File: src/hw/rtl/ert_pkg.sv
// Shared types, constants and tables for the rotate-translate point unit.
package ert_pkg;

  localparam int COORD_W  = 32;
  localparam int ANGLE_W  = 32;
  localparam int CFG_W    = 32;
  localparam int IDX_W    = 3;
  localparam int INT_W    = COORD_W + 2;
  localparam int TRIG_W   = 33;
  localparam int NUM_AXES = 3;
  localparam int CORDIC_STEPS = 30;
  localparam int STEP_W   = 5;
  localparam int AXIS_W   = 2;

  localparam logic signed [TRIG_W-1:0] PI_Q29      = 33'sd1686629713;
  localparam logic signed [TRIG_W-1:0] HALF_PI_Q29 = 33'sd843314857;
  localparam logic signed [TRIG_W-1:0] GAIN_Q30    = 33'sd652032874;
  localparam longint HALF_Q30 = 64'sd536870912;

  // Axis slots in the trig and angle arrays
  localparam logic [AXIS_W-1:0] AXIS_X = 2'd0;
  localparam logic [AXIS_W-1:0] AXIS_Y = 2'd1;
  localparam logic [AXIS_W-1:0] AXIS_Z = 2'd2;

  typedef enum logic [IDX_W-1:0] {
    REG_SHIFT_X = 3'd0,
    REG_SHIFT_Y = 3'd1,
    REG_SHIFT_Z = 3'd2,
    REG_ANGLE_X = 3'd3,
    REG_ANGLE_Y = 3'd4,
    REG_ANGLE_Z = 3'd5
  } cfg_idx_t;

  typedef struct packed {
    logic signed [COORD_W-1:0] point_x;
    logic signed [COORD_W-1:0] point_y;
    logic signed [COORD_W-1:0] point_z;
  } in_item_t;

  typedef struct packed {
    logic signed [COORD_W-1:0] moved_x;
    logic signed [COORD_W-1:0] moved_y;
    logic signed [COORD_W-1:0] moved_z;
  } out_item_t;

  // Cosine and sine of one angle, Q30
  typedef struct packed {
    logic signed [TRIG_W-1:0] c;
    logic signed [TRIG_W-1:0] s;
  } trig_t;

  // Matrix row pair of one rotation: o1 = u*a + v*b, o2 = u*c + v*d
  typedef struct packed {
    logic signed [TRIG_W-1:0] a;
    logic signed [TRIG_W-1:0] b;
    logic signed [TRIG_W-1:0] c;
    logic signed [TRIG_W-1:0] d;
  } rot_coef_t;

  // Arctangent of 2^-i in Q29
  function automatic logic signed [TRIG_W-1:0] atan_q29(input logic [STEP_W-1:0] i);
    logic signed [TRIG_W-1:0] r;
    unique case (i)
      5'd0:  r = 33'sd421657428;
      5'd1:  r = 33'sd248918915;
      5'd2:  r = 33'sd131521918;
      5'd3:  r = 33'sd66762579;
      5'd4:  r = 33'sd33510843;
      5'd5:  r = 33'sd16771758;
      5'd6:  r = 33'sd8387925;
      5'd7:  r = 33'sd4194219;
      5'd8:  r = 33'sd2097141;
      5'd9:  r = 33'sd1048575;
      default: r = (i <= 5'd29) ? (TRIG_W'(1) <<< (5'd29 - i)) : '0;
    endcase
    return r;
  endfunction

endpackage

File: src/hw/rtl/ert_cordic.sv
// Iterative CORDIC that turns the three angle registers into cos/sin pairs.
module ert_cordic (
  input  logic                                         clk,
  input  logic                                         rst_n,
  input  logic                                         restart,
  input  logic [ert_pkg::NUM_AXES-1:0][ert_pkg::ANGLE_W-1:0] angles,
  output logic                                         busy,
  output ert_pkg::trig_t [ert_pkg::NUM_AXES-1:0]       trig
);
  import ert_pkg::*;

  typedef enum logic [1:0] {CS_IDLE, CS_LOAD, CS_RUN} cs_state_t;

  cs_state_t                 state_r;
  logic [AXIS_W-1:0]         axis_r;
  logic [STEP_W-1:0]         step_r;
  logic signed [TRIG_W-1:0]  a_r, x_r, y_r;
  logic                      neg_r;
  trig_t [NUM_AXES-1:0]      trig_r;

  logic signed [TRIG_W-1:0]  ang, a_fold, a_nxt, x_nxt, y_nxt, dx, dy, at;
  logic                      neg_fold, last_step;

  // Fold the angle into [-pi/2, pi/2]
  always_comb begin
    ang = TRIG_W'($signed(angles[axis_r]));
    a_fold = ang;
    neg_fold = 1'b0;
    if (ang > HALF_PI_Q29) begin
      a_fold = ang - PI_Q29;
      neg_fold = 1'b1;
    end else if (ang < -HALF_PI_Q29) begin
      a_fold = ang + PI_Q29;
      neg_fold = 1'b1;
    end
  end

  // One micro-rotation
  always_comb begin
    dx = y_r >>> step_r;
    dy = x_r >>> step_r;
    at = atan_q29(step_r);
    if (!a_r[TRIG_W-1]) begin
      x_nxt = x_r - dx;
      y_nxt = y_r + dy;
      a_nxt = a_r - at;
    end else begin
      x_nxt = x_r + dx;
      y_nxt = y_r - dy;
      a_nxt = a_r + at;
    end
  end

  assign last_step = (step_r == STEP_W'(CORDIC_STEPS - 1));

  // Sequence the three axes, restart on any angle write
  always_ff @(posedge clk) begin
    if (!rst_n) begin
      state_r <= CS_LOAD;
      axis_r  <= AXIS_X;
      step_r  <= '0;
    end else if (restart) begin
      state_r <= CS_LOAD;
      axis_r  <= AXIS_X;
      step_r  <= '0;
    end else begin
      unique case (state_r)
        CS_IDLE: state_r <= CS_IDLE;
        CS_LOAD: begin
          a_r     <= a_fold;
          neg_r   <= neg_fold;
          x_r     <= GAIN_Q30;
          y_r     <= '0;
          step_r  <= '0;
          state_r <= CS_RUN;
        end
        CS_RUN: begin
          a_r <= a_nxt;
          x_r <= x_nxt;
          y_r <= y_nxt;
          if (last_step) begin
            if (axis_r == AXIS_Z) begin
              state_r <= CS_IDLE;
            end else begin
              axis_r  <= axis_r + 1'b1;
              state_r <= CS_LOAD;
            end
          end else begin
            step_r <= step_r + 1'b1;
          end
        end
        default: state_r <= CS_IDLE;
      endcase
    end
  end

  // Store the finished pair of the current axis
  always_ff @(posedge clk) begin
    if (state_r == CS_RUN && last_step && !restart) begin
      trig_r[axis_r].c <= neg_r ? -x_nxt : x_nxt;
      trig_r[axis_r].s <= neg_r ? -y_nxt : y_nxt;
    end
  end

  assign busy = (state_r != CS_IDLE);
  assign trig = trig_r;

endmodule

File: config.mk
export PLATFORM = sky130hd
export DESIGN_NAME = ert_cordic
export DESIGN_NICKNAME = d
export VERILOG_FILES = /design/src/hw/rtl/ert_pkg.sv /design/src/hw/rtl/ert_cordic.sv
export SDC_FILE = /design/constraint.sdc
export NUM_CORES = 1
export LEC_CHECK = 0
export BUFFER_PORTS_ARGS = -buffer_cell sky130_fd_sc_hd__buf_2
export CAP_MARGIN = 15
export CORE_MARGIN = 1.5
export CORE_UTILIZATION = 50
export DETAILED_ROUTE_END_ITERATION = 6
export PLACE_DENSITY = 0.68
export SLEW_MARGIN = 20
export SYNTH_ARGS = -nofsm -noshare
export SYNTH_HDL_FRONTEND = slang
export SYNTH_SLANG_ARGS = --single-unit
export TNS_END_PERCENT = 50
File: constraint.sdc
create_clock -name clk -period 8.11 [get_ports clk]
set_input_delay 0.4055 -clock clk [delete_from_list [all_inputs] [get_ports clk]]
set_output_delay 0.4055 -clock clk [all_outputs]
set_load 0.01 [all_outputs]
# [After elaboration in Yosys (flattened, before gate mapping)]
# Index checks and enable logic that the tools add are counted.
[totals] ff_bits=307 output_inout_bits=199 wordCells=90
[op_classes] add_sub_neg=13 magnitude_cmp=5 eq_ne=15 n_shift=3 n_mux=26 bitwise_logic=3 n_reduce_logical=12
[ops] op="198-bit bitwise mux" count=2
[ops] op="33-bit case mux with 10 select lines" count=1
[ops] op="33-bit two-way mux" count=9
[ops] op="66-bit demux with 2-bit select" count=2
[ops] op="33-bit case mux with 2 select lines" count=3
[ops] op="33-bit adder" count=3
[ops] op="33-bit subtractor" count=3
[ops] op="66-bit two-way mux" count=1
[ops] op="33-bit negation" count=2
[ops] op="33-bit by 5-bit >>> shifter with 33-bit output" count=2
[ops] op="32-bit binary-select mux with 2-bit select" count=1
[ops] op="32-bit by 32-bit adder with 33-bit output, second input constant" count=1
[ops] op="1-bit by 5-bit <<< shifter with 33-bit output, first input constant" count=1
[ops] op="32-bit by 32-bit subtractor with 33-bit output, second input constant" count=1
[ops] op="32-bit by 31-bit greater-than comparator with 1-bit output, second input constant" count=1
[ops] op="32-bit by 31-bit < comparator with 1-bit output, second input constant" count=1
[ops] op="32-bit two-way mux" count=1
[ops] op="5-bit by 3-bit equality test with 1-bit output, second input constant" count=4
[ops] op="5-bit by 2-bit equality test with 1-bit output, second input constant" count=2
[ops] op="5-bit by 4-bit equality test with 1-bit output, second input constant" count=2
[ops] op="5-bit case mux with 2 select lines" count=1
[ops] op="3-bit AND reduction" count=3
[ops] op="5-bit by 1-bit adder with 5-bit output, second input constant" count=1
[ops] op="5-bit by 1-bit equality test with 1-bit output, second input constant" count=1
[ops] op="other kinds (20)" count=28

# [Longest topological paths before layout]
# Gate-level depths: netlist of run 1.
[logic_depth] ltp_word=7 mapped_depth=30

# [Least setup slack after synthesis of run 1]
# Ideal clock, no wire load.
[synth_path] path_kind="register to register" start="register step_r[4]" end="register trig_r (netlist bit trig[132]), enable pin" setup_time_ns=0.585 arrival_time_ns=7.386 required_ns=7.525 path_slack_ns=0.139 stages_incl_launch_ff=10 n_path_buf=6 period_less_slack_ns=7.971 cell_sequence="dfxtp_1 -> clkbuf_1 -> buf_1 -> clkbuf_1 -> clkbuf_1 -> buf_1 -> nand4_1 -> or2_2 -> clkbuf_1 -> nor3b_1"
[synth_via] elab_chain_cells=3
[synth_rtl] item="start: declaration" line_no="ert_cordic.sv:16" text="logic [STEP_W-1:0] step_r;"
[synth_rtl] item="start signal: assignment" line_no="ert_cordic.sv:89" text="step_r <= step_r + 1'b1;"
[synth_rtl] item="5-bit equality test" line_no="ert_cordic.sv:54" text="assign last_step = (step_r == STEP_W'(CORDIC_STEPS - 1));"
[synth_rtl] item="1-bit logical AND (2 in a row)" line_no="ert_cordic.sv:99" text="if (state_r == CS_RUN && last_step && !restart) begin"
[synth_rtl] item="end: declaration" line_no="ert_cordic.sv:19" text="trig_t [NUM_AXES-1:0] trig_r;"
# Every way passes these cells.
# A chain may end at the register's enable or synchronous reset.

# [Final worst setup path of run 1]
[layout_path] start="register step_r[0]" end="register trig_r (netlist bit trig[32]), data pin"
[layout_via] elab_chain_cells=6 word_cells_on_any_way=7 classes_between="add/sub: 3; shift: 1; mux: 3"
[layout_rtl] item="33-bit by 5-bit >>> shifter with 33-bit output (*)" line_no="ert_cordic.sv:41" text="dy = x_r >>> step_r;"
[layout_rtl] item="33-bit adder / 33-bit subtractor (equally long branches)" line_no="ert_cordic.sv:45, ert_cordic.sv:49"
[layout_rtl] item="33-bit two-way mux (*)" line_no="ert_cordic.sv:43" text="if (!a_r[TRIG_W-1]) begin"
[layout_rtl] item="33-bit negation" line_no="ert_cordic.sv:101" text="trig_r[axis_r].s <= neg_r ? -y_nxt : y_nxt;"
[layout_rtl] item="33-bit two-way mux (*)" line_no="ert_cordic.sv:101"
[layout_rtl] item="198-bit bitwise mux (*)" line_no="ert_cordic.sv:101"
# Mark *: on every way between the ends. The rest lies on a longest branch, timed or not.

==> impl_metrics.json, run 1 <==
{
  "synthTopCellsByArea": "edfxtp_1, ha_1, xnor2_1",
  "diodes": 0,
  "yosys.area.top_type": "edfxtp_1",
  "grt_first_pass_wirelength_mm": 141,
  "max_slew_margin_pct": 25.1,
  "synthMuxAreaShare_pct": 10.3,
  "crit_type": "reg -> reg",
  "vias": 25200,
  "critPathRequiredTime_ps": 8410,
  "grt_max_degree": 85,
  "cpLargestDelayFamily": "simple AND/OR/NAND/NOR gates",
  "core_um2": 53800,
  "max_cap_viol_count": 0,
  "synth_compound_area_share_pct": 19.5,
  "crit_buf_inv": 1,
  "p_int_uw": 3210,
  "yosysMostFrequentCell": "edfxtp_1",
  "vias_per_cell": 6.45,
  "ant_nets": 0,
  "pin_count": 298,
  "met1_length_mm": 39.0,
  "syn_nets": 3151,
  "fmax_mhz": 133,
  "vdd_ir_drop_max_mv": 0.150,
  "yosysSeqAreaShare_pct": 33.5,
  "antenna_found_initial": 0,
  "synthToLayoutAreaGrowth_pct": 12.9,
  "wl_per_cell_um": 24.1,
  "critical-path-slowest-cell": "dfxtp_4",
  "hold_path.class": "in -> reg",
  "cts_max_path_buffers": 3,
  "yosysUniqueCellTypes": 105,
  "clockPowerShare_pct": 35.0,
  "placedCellCount": 3832,
  "yosys_most_used_dff": "edfxtp_1",
  "syn_avg_cell_area_um2": 9.30,
  "wl_met2_mm": 43.3,
  "synthTopCellsByCount": "edfxtp_1, nor2_1, nand2_1",
  "drt_iter0_markers": 2475,
  "synth_top_family_by_area": "compound AO/OA/AOI/OAI gates",
  "max_slew.worst_pin.slew_ps": 1120,
  "setup_violations": 0,
  "ys_warn_count": 0,
  "wl_mm": 94.0,
  "finalInstanceArea_um2": 30800,
  "grt_pass1_vias": 23600,
  "track_usage_pct": 32.3,
  "drc": 0,
  "synth-adder-area-share_pct": 5.63,
  "dp_hpwl_mm": 71.7,
  "synth_area_um2": 27300,
  "htree_num_levels": 2,
  "first_pass_iters": 6,
  "yosys.area_share.xor_xnor_pct": 8.54,
  "power.leakage_uw": 0.0120,
  "hold_viol": 0,
  "port_buffers": 297,
  "die-area_um2": 55900,
  "drive_gt1_share_pct": 18.8,
  "postSynth.asyncResetShare_pct": 0,
  "p_seq_share_pct": 39.4,
  "combPwrFrac_pct": 25.7,
  "fin_util_pct": 57.2,
  "rsz0062_at_grt": "false",
  "slew_viol_final": 0,
  "placementRows": 85,
  "cp_max_fo": 29,
  "critPathLaunchType": "flop",
  "overflow": 0,
  "powerDensity_nw_per_um2": 153,
  "fin_crit_sh_pct": 92.8,
  "fin_tns_setup_ps": 0,
  "layoutNonFillerInstCount": 3901,
  "die_height_um": 237,
  "clk_latency_ps": 570,
  "cts_sinks": 307,
  "path_clk_slew_ps": 70,
  "die_w_um": 237,
  "gp_congestion": 1.01,
  "min_period_ps": 7530,
  "p_sw_uw": 1490,
  "dpl_cell_area_um2": 29500,
  "cp-end-kind": "flop",
  "status": "finished, final reports clean",
  "fill_cells": 4821,
  "routed.top_layer": "met4",
  "cts_buffers": 37,
  "crit_chain": "buf_12 > mux4_2 > mux4_2 > or3b_1 > o31a_1 > nor4_4 > nand2_2 > or4b_4 > and3b_1 > nor2_1 > xnor2_1 > ha_1 > and3_1 > and2_0 > o21ai_0 > a21boi_0 > a2bb2oi_1 > a31oi_1 > xnor2_1 > or4b_1 > o31ai_1 > xor2_1 > nor2b_1",
  "switching_share_pct": 31.8,
  "cts-root-buf": "clkbuf_16",
  "yosysTopAreaCellShare_pct": 32.8,
  "hold_ws_ps": 204,
  "synthSimpleGateAreaFrac_pct": 18.9,
  "synth-edff-count": 298,
  "worst_ep_arrival_time_ps": 7830,
  "skew_ps": 19.3,
  "wl_met3_mm": 8.17,
  "synth-seq-cells": 307,
  "start_util_pct": 50.7,
  "cts_tree": "built",
  "cpPeakStageDelay_ps": 710,
  "synthCells": 2931,
  "layout.nets": 3397
}
==> layout by cell type (no fill, tap or decap), drive strengths merged, types with 44 or more instances in the layout <==
cell type and instances:
mux2 47, nand2 235, buf 372, mux2i 91
a21o 45, nor3 58, o21ai 152, a21oi 212
and2 86, nand3 56, ha 118, nand2b 46
xor2 109, nor2 246, clkbuf 44, nor2b 92
edfxtp 298, xnor2 157, inv 70, mux4 60
==> final cells by class <==
cell class	count	area (um2)	share of cell area, %
flip-flops and latches	307	9140	29.7
inverters	71	267	0.866
repair buffers	372	2110	6.86
clock inverters	23	206	0.671
clock buffers	44	973	3.16
well taps	696	871	2.83
multi-input cells	2388	17200	55.9
==> worst min-delay path, delay by kind of cell <==
| family | cells | cell delay (ps) |
|---|---|---|
| and+or+nand+nor | 1 | 140 |
| buffers and inverters | 1 | 110 |
| AOI/OAI and AO/OA | 1 | 70 |
==> sequential cells by signal, summed over array words and instances, names as in the netlist <==
register  flops
a_r          33
axis_r        2
neg_r         1
state_r       2
step_r        5
trig        198
x_r          33
y_r          33
==> repair_timing <==
| action | 4_1_cts | 5_1_grt |
|---|---|---|
| hold buffers | 0 | 0 |
| resized for setup | 0 | 2 |
| setup endpoints to repair | 0 | 36 |
| buffers inserted | 0 | 2 |
==> power by group through the flow <==
stage	Sequential, uW	Clock, uW	Combinational [uW]
final	1850	1640	1210
after floorplan	1870	0	872
after global routing	1850	1720	1320
after detailed placement	1880	0	1180
after CTS	1850	1670	1190
after global placement	1880	0	1160
==> kinds of logic after synthesis <==
kind of cell    after synthesis
fa+ha+maj                   121
simple gates               1006
buf+inv                     236
compound gates              797
xor+xnor                    266
flops                       307
mux                         198
==> final timing paths <==
kind,end,cells past startpoint,slack [ps],start
setup / recovery,trig[32],23,580,step_r[0]
hold / removal,state_r[0],3,200,rst_n
setup reg to reg,trig[32],23,580,step_r[0]
hold reg to reg,state_r[1],2,510,state_r[1]
==> metrics by stage <==
stage / worst slack, ps / power, uW
floorplan: 139 / 2740
global placement: 513 / 3040
detailed placement: 424 / 3060
CTS: 358 / 4710
global route: 6.87 / 4900
finish: 582 / 4700
==> per-layer routing <==
| metal | vias up | global-route usage, % |
|---|---|---|
| met3 | 223 | 5.61 |
| met4 | 0 | 11.5 |
| met2 | 1179 | 51.8 |
| met1 | 12200 | 44.1 |
| met5 | - | 0 |
| li1 | 11500 | - |
(Power assumes the default switching activity.)
==> run 2, diff against run 1 <==
--- a/config.mk
+++ b/config.mk
@@ -11,6 +11,7 @@
 export CORE_UTILIZATION = 50
 export DETAILED_ROUTE_END_ITERATION = 6
 export PLACE_DENSITY = 0.68
+export REMOVE_ABC_BUFFERS = 1
 export SLEW_MARGIN = 20
 export SYNTH_ARGS = -nofsm -noshare
 export SYNTH_HDL_FRONTEND = slang
==> constraint.sdc (replaced) <==
create_clock -name clk -period 8.11 [get_ports clk]
set_input_delay 0.4055 -clock clk [delete_from_list [all_inputs] [get_ports clk]]
set_output_delay 0.4055 -clock clk [all_outputs]
set_load 0.005 [all_outputs]
==> impl_metrics.json, run 2 (synthesis results as in run 1) <==
{
  "status": "finished, final reports clean",
  "path_clk_slew_ps": 70,
  "dpl_cell_area_um2": 29700,
  "cts_sinks": 307,
  "cts-root-buf": "clkbuf_16",
  "p_seq_share_pct": 39.4,
  "cts_tree": "built",
  "r2r-end": "trig[129]",
  "cp-end-kind": "flop",
  "overflow": 0,
  "vias_per_cell": 6.37,
  "slew_viol_final": 0,
  "first_pass_iters": 5,
  "core_um2": 53800,
  "p_int_uw": 3240,
  "power.leakage_uw": 0.0121,
  "die-area_um2": 55900,
  "hold_path.class": "in -> reg",
  "critPathRequiredTime_ps": 8400,
  "cts_buffers": 34,
  "ant_nets": 0,
  "grt_first_pass_wirelength_mm": 142,
  "dp_hpwl_mm": 72.2,
  "r2r-start": "step_r[0]",
  "antenna_found_initial": 0,
  "startpoint": "step_r[0]",
  "worstHoldPathCells": 3,
  "track_usage_pct": 32.9,
  "clockPowerShare_pct": 34.9,
  "skew_ps": 21.0,
  "cp_max_fo": 20,
  "wl_mm": 94.6,
  "clk_latency_ps": 560,
  "max_slew_margin_pct": 25.2,
  "final_common_cell": "edfxtp_1",
  "r2r_cells": 25,
  "max_cap_viol_count": 0,
  "finalInstanceArea_um2": 30900,
  "fmax_mhz": 133,
  "hold_path.startpoint": "restart",
  "drive_gt1_share_pct": 19.4,
  "fill_cells": 4756,
  "die_height_um": 237,
  "diodes": 0,
  "hold_ws_ps": 215,
  "die_w_um": 237,
  "combPwrFrac_pct": 25.7,
  "port_buffers": 297,
  "grt_max_degree": 85,
  "layout.nets": 3419,
  "start_util_pct": 50.7,
  "max_slew.worst_pin.slew_ps": 1110,
  "wl_per_cell_um": 24.1,
  "drc": 0,
  "drt_iter0_markers": 2033,
  "crit_type": "reg -> reg",
  "gp_congestion": 1.02,
  "critPathLaunchType": "flop",
  "r2r_slack_ps": 620,
  "largest_reg_flops": 198,
  "htree_num_levels": 2,
  "grt_pass1_vias": 24200,
  "switching_share_pct": 30.8,
  "min_period_ps": 7490,
  "worst_ep_arrival_time_ps": 7790,
  "fin_crit_sh_pct": 92.4,
  "placementRows": 85,
  "most-common-layout-cells": "edfxtp_1, buf_2, nor2_1, nand2_1, a21oi_1",
  "setup_violations": 0,
  "vias": 25000,
  "synthToLayoutAreaGrowth_pct": 13.4,
  "p_sw_uw": 1440,
  "pin_count": 298,
  "hold_viol": 0,
  "fin_tns_setup_ps": 0,
  "rsz0062_at_grt": "false",
  "min_to": "state_r[0]",
  "cts_max_path_buffers": 3,
  "powerDensity_nw_per_um2": 152,
  "vdd_ir_drop_max_mv": 0.120
}
==> run 2: cell count changes in the layout (fill, tap and decap cells not counted), moves of 2 or more <==
cell / previous run / this run
clkbuf_16: 38 / 35
clkbuf_1: 6 / 4
buf_4: 70 / 96
buf_12: 5 / 2
inv_6: 1 / 3
clkinv_1: 9 / 5
clkinv_4: 3 / 1
bufinv_16: 2 / 5
==> run 2: layer usage <==
metal,track usage [%],routed length [um],vias to the layer above
li1,-,-,11600
met1,39.6,37400,12100
met2,56.7,45800,1061
met3,4.66,5810,254
met4,18.2,5500,0
met5,0,0,-
==> run 2: cell type report <==
cell class / instances / area, um2 / share of cell area (%)
multi-input combinational: 2388 / 17200 / 55.6
sequential: 307 / 9140 / 29.6
timing repair buffer: 397 / 2290 / 7.39
clock buffer: 39 / 891 / 2.88
tap: 696 / 871 / 2.82
inverter: 71 / 270 / 0.874
clock inverter: 20 / 262 / 0.846
==> run 2: power by group through the flow <==
stage	clock [uW]	combinational [uW]	sequential, uW
after floorplan	0	858	1870
after global placement	0	1150	1880
after detailed placement	0	1180	1880
after CTS	1660	1190	1850
after global routing	1710	1320	1850
final	1630	1210	1850
==> run 2: worst max path at each step <==
stage	cells after the start	slack [ps]	to
final	25	620	trig[129]
after CTS	23	540	trig[129]
after global placement	21	750	trig[129]
after floorplan	3	-1050	trig[132]
after detailed placement	23	580	trig[63]
after global routing	23	80	trig[191]
==> run 2: critical path, stage by stage, from the launching register on <==
cell,delay (ps)
dfxtp_4,490
buf_12,220
buf_4,210
mux4_2,590
mux2i_2,300
mux2i_1,220
mux2i_1,250
ha_1,210
and2_1,230
nand3_1,130
nor2_1,100
nor2_1,50
xor2_1,170
ha_1,500
nand2b_1,180
a21oi_1,50
a2111oi_0,590
nand3_1,210
nor3_1,460
o311a_1,270
nand2_1,60
buf_4,170
or4_1,460
or4_1,640
o31ai_1,310
xnor2_1,130
==> run 2: what timing repair did <==
action / in CTS / in global routing
setup endpoints to repair: 0 / 15
setup buffers: 0 / 2
hold buffers: 0 / 0
resized for setup: 0 / 3
==> run 2: per-stage QoR <==
stage               power [uW]  setup WS (ps)  instances  util, %
floorplan                 2730          -1050       2766        -
global placement          3030            754       3857     55.2
detailed placement        3060            577       3857     55.2
CTS                       4690            536       3916     57.4
global route              4880           75.3       3918     57.5
finish                    4690            615       3918     57.5
==> run 3, diff against run 2 <==
--- a/config.mk
+++ b/config.mk
@@ -10,7 +10,7 @@
 export CORE_MARGIN = 1.5
 export CORE_UTILIZATION = 50
 export DETAILED_ROUTE_END_ITERATION = 6
-export PLACE_DENSITY = 0.68
+export PLACE_DENSITY = 0.72
 export REMOVE_ABC_BUFFERS = 1
 export SLEW_MARGIN = 20
 export SYNTH_ARGS = -nofsm -noshare
==> impl_metrics.json, run 3 (synthesis results as in run 1) <==
{
  "clk_latency_ps": 550,
  "pin_count": 298,
  "critPathLaunchType": "flop",
  "cts_buffers": 35,
  "hold_viol": 0,
  "start_util_pct": 50.7,
  "critPathRequiredTime_ps": 8390,
  "critical-path-slowest-cell": "dfxtp_4",
  "skew_ps": 23.1,
  "ant_nets": 0,
  "placedCellCount": 3842,
  "slew_viol_final": 0,
  "wl_per_cell_um": 24.1,
  "cts_max_path_buffers": 3,
  "setup_violations": 0,
  "grt_max_degree": 61,
  "fin_crit_sh_pct": 94.1,
  "crit_chain": "buf_4 > mux4_2 > mux2_2 > or2_1 > a32oi_1 > and2_1 > and3b_1 > nand2b_1 > nor2b_1 > nor2_1 > xnor2_1 > ha_1 > a21o_1 > a31oi_1 > o22ai_1 > or3_1 > and4_1 > nor3_2 > nand4b_1 > or4_1 > or4_1 > o31ai_1 > xnor2_1",
  "antenna_found_initial": 0,
  "cp_max_fo": 35,
  "max_slew_margin_pct": 30.3,
  "cts-root-buf": "clkbuf_16",
  "violations": "design-rule violations",
  "grt_pass1_vias": 24200,
  "final_common_cell": "edfxtp_1",
  "grt_first_pass_wirelength_mm": 142,
  "synthToLayoutAreaGrowth_pct": 13.0,
  "powerDensity_nw_per_um2": 152,
  "cp-end-kind": "flop",
  "max_slew.worst_pin.slew_ps": 1040,
  "htree_num_levels": 2,
  "fin_util_pct": 57.3,
  "hold_path.class": "in -> reg",
  "track_usage_pct": 32.8,
  "fmax_mhz": 131,
  "cts_tree": "built",
  "dp_hpwl_mm": 71.2,
  "first_pass_iters": 7,
  "drt_iter0_markers": 2016,
  "largest_reg_flops": 198,
  "status": "complete, but fails checks",
  "most-common-layout-cells": "edfxtp_1, buf_2, nor2_1, nand2_1, a21oi_1",
  "drive_gt1_share_pct": 18.8,
  "wl_mm": 94.1,
  "cts_resized": 0,
  "min_period_ps": 7630,
  "layoutNonFillerInstCount": 3906,
  "core_um2": 53800,
  "die_w_um": 237,
  "overflow": 0,
  "path_clk_slew_ps": 60,
  "fill_cells": 4743,
  "port_buffers": 297,
  "drc": 4,
  "die-area_um2": 55900,
  "vias": 25000,
  "worstHoldPathCells": 3,
  "diodes": 0,
  "crit_type": "reg -> reg",
  "vias_per_cell": 6.40,
  "cpPeakStageDelay_ps": 720,
  "die_height_um": 237,
  "rsz0062_at_grt": "false",
  "layout.nets": 3404,
  "r2r_cells": 23,
  "gp_congestion": 1.01,
  "power.leakage_uw": 0.0120,
  "max_cap_viol_count": 0,
  "vdd_ir_drop_max_mv": 0.107,
  "placementRows": 85,
  "worst_ep_arrival_time_ps": 7910,
  "cts_sinks": 307
}
## run 3: critical path, delay by kind of cell, from the launching register on
kind            cells  cell delay, ps
fa+ha+maj           1             390
simple gates       12            3520
flops               1             720
compound gates      5            1290
xor+xnor            2             290
buf+inv             1             370
mux                 2             760
## run 3: stage by stage
stage                     hold slack [ps]  instance area, um2  power (uW)  setup slack (ps)  TNS (ps)
after CTS                             199               30800        4680               481         0
after detailed placement              507               29600        3040               533         0
after global routing                  233               30800        4880              45.1         0
final                                 219               30800        4680               476         0
after floorplan                       460               26600        2730             -1050   -237530
after global placement                474               29600        3010               717         0
## run 3: worst paths after layout
check        startpoint         end  slack (ps)
max reg2reg   step_r[1]   trig[195]         480
min               rst_n  state_r[0]         220
min reg2reg  state_r[1]  state_r[1]         510
max           step_r[1]   trig[195]         480
## run 3: area by class of cell
class	instances	area [um2]	area share [%]
Clock inverter	16	200	0.650
Clock buffer	47	973	3.16
Sequential cell	307	9140	29.7
Timing Repair Buffer	381	2180	7.07
Tap cell	696	871	2.83
Multi-Input combinational cell	2388	17200	55.8
Inverter	71	267	0.865
## run 3: what timing repair did
item                                    4_1_cts  5_1_grt
buffers inserted                              0        1
endpoints found under the setup margin        0       18
hold buffers                                  0        0
## run 3: power breakdown
group / total [uW] / internal, uW / switching [uW]
registers: 1850 / 1820 / 27.9
clock network: 1640 / 979 / 657
logic: 1190 / 460 / 734
total: 4680 / 3260 / 1420
## run 3: routing by layer
layer	up-vias	global-route usage (%)	wire length (um)
met4	0	18.1	5660
met2	1159	55.2	44600
met5	-	0	0
met3	280	5.32	6530
met1	12000	40.1	37300
li1	11500	-	-
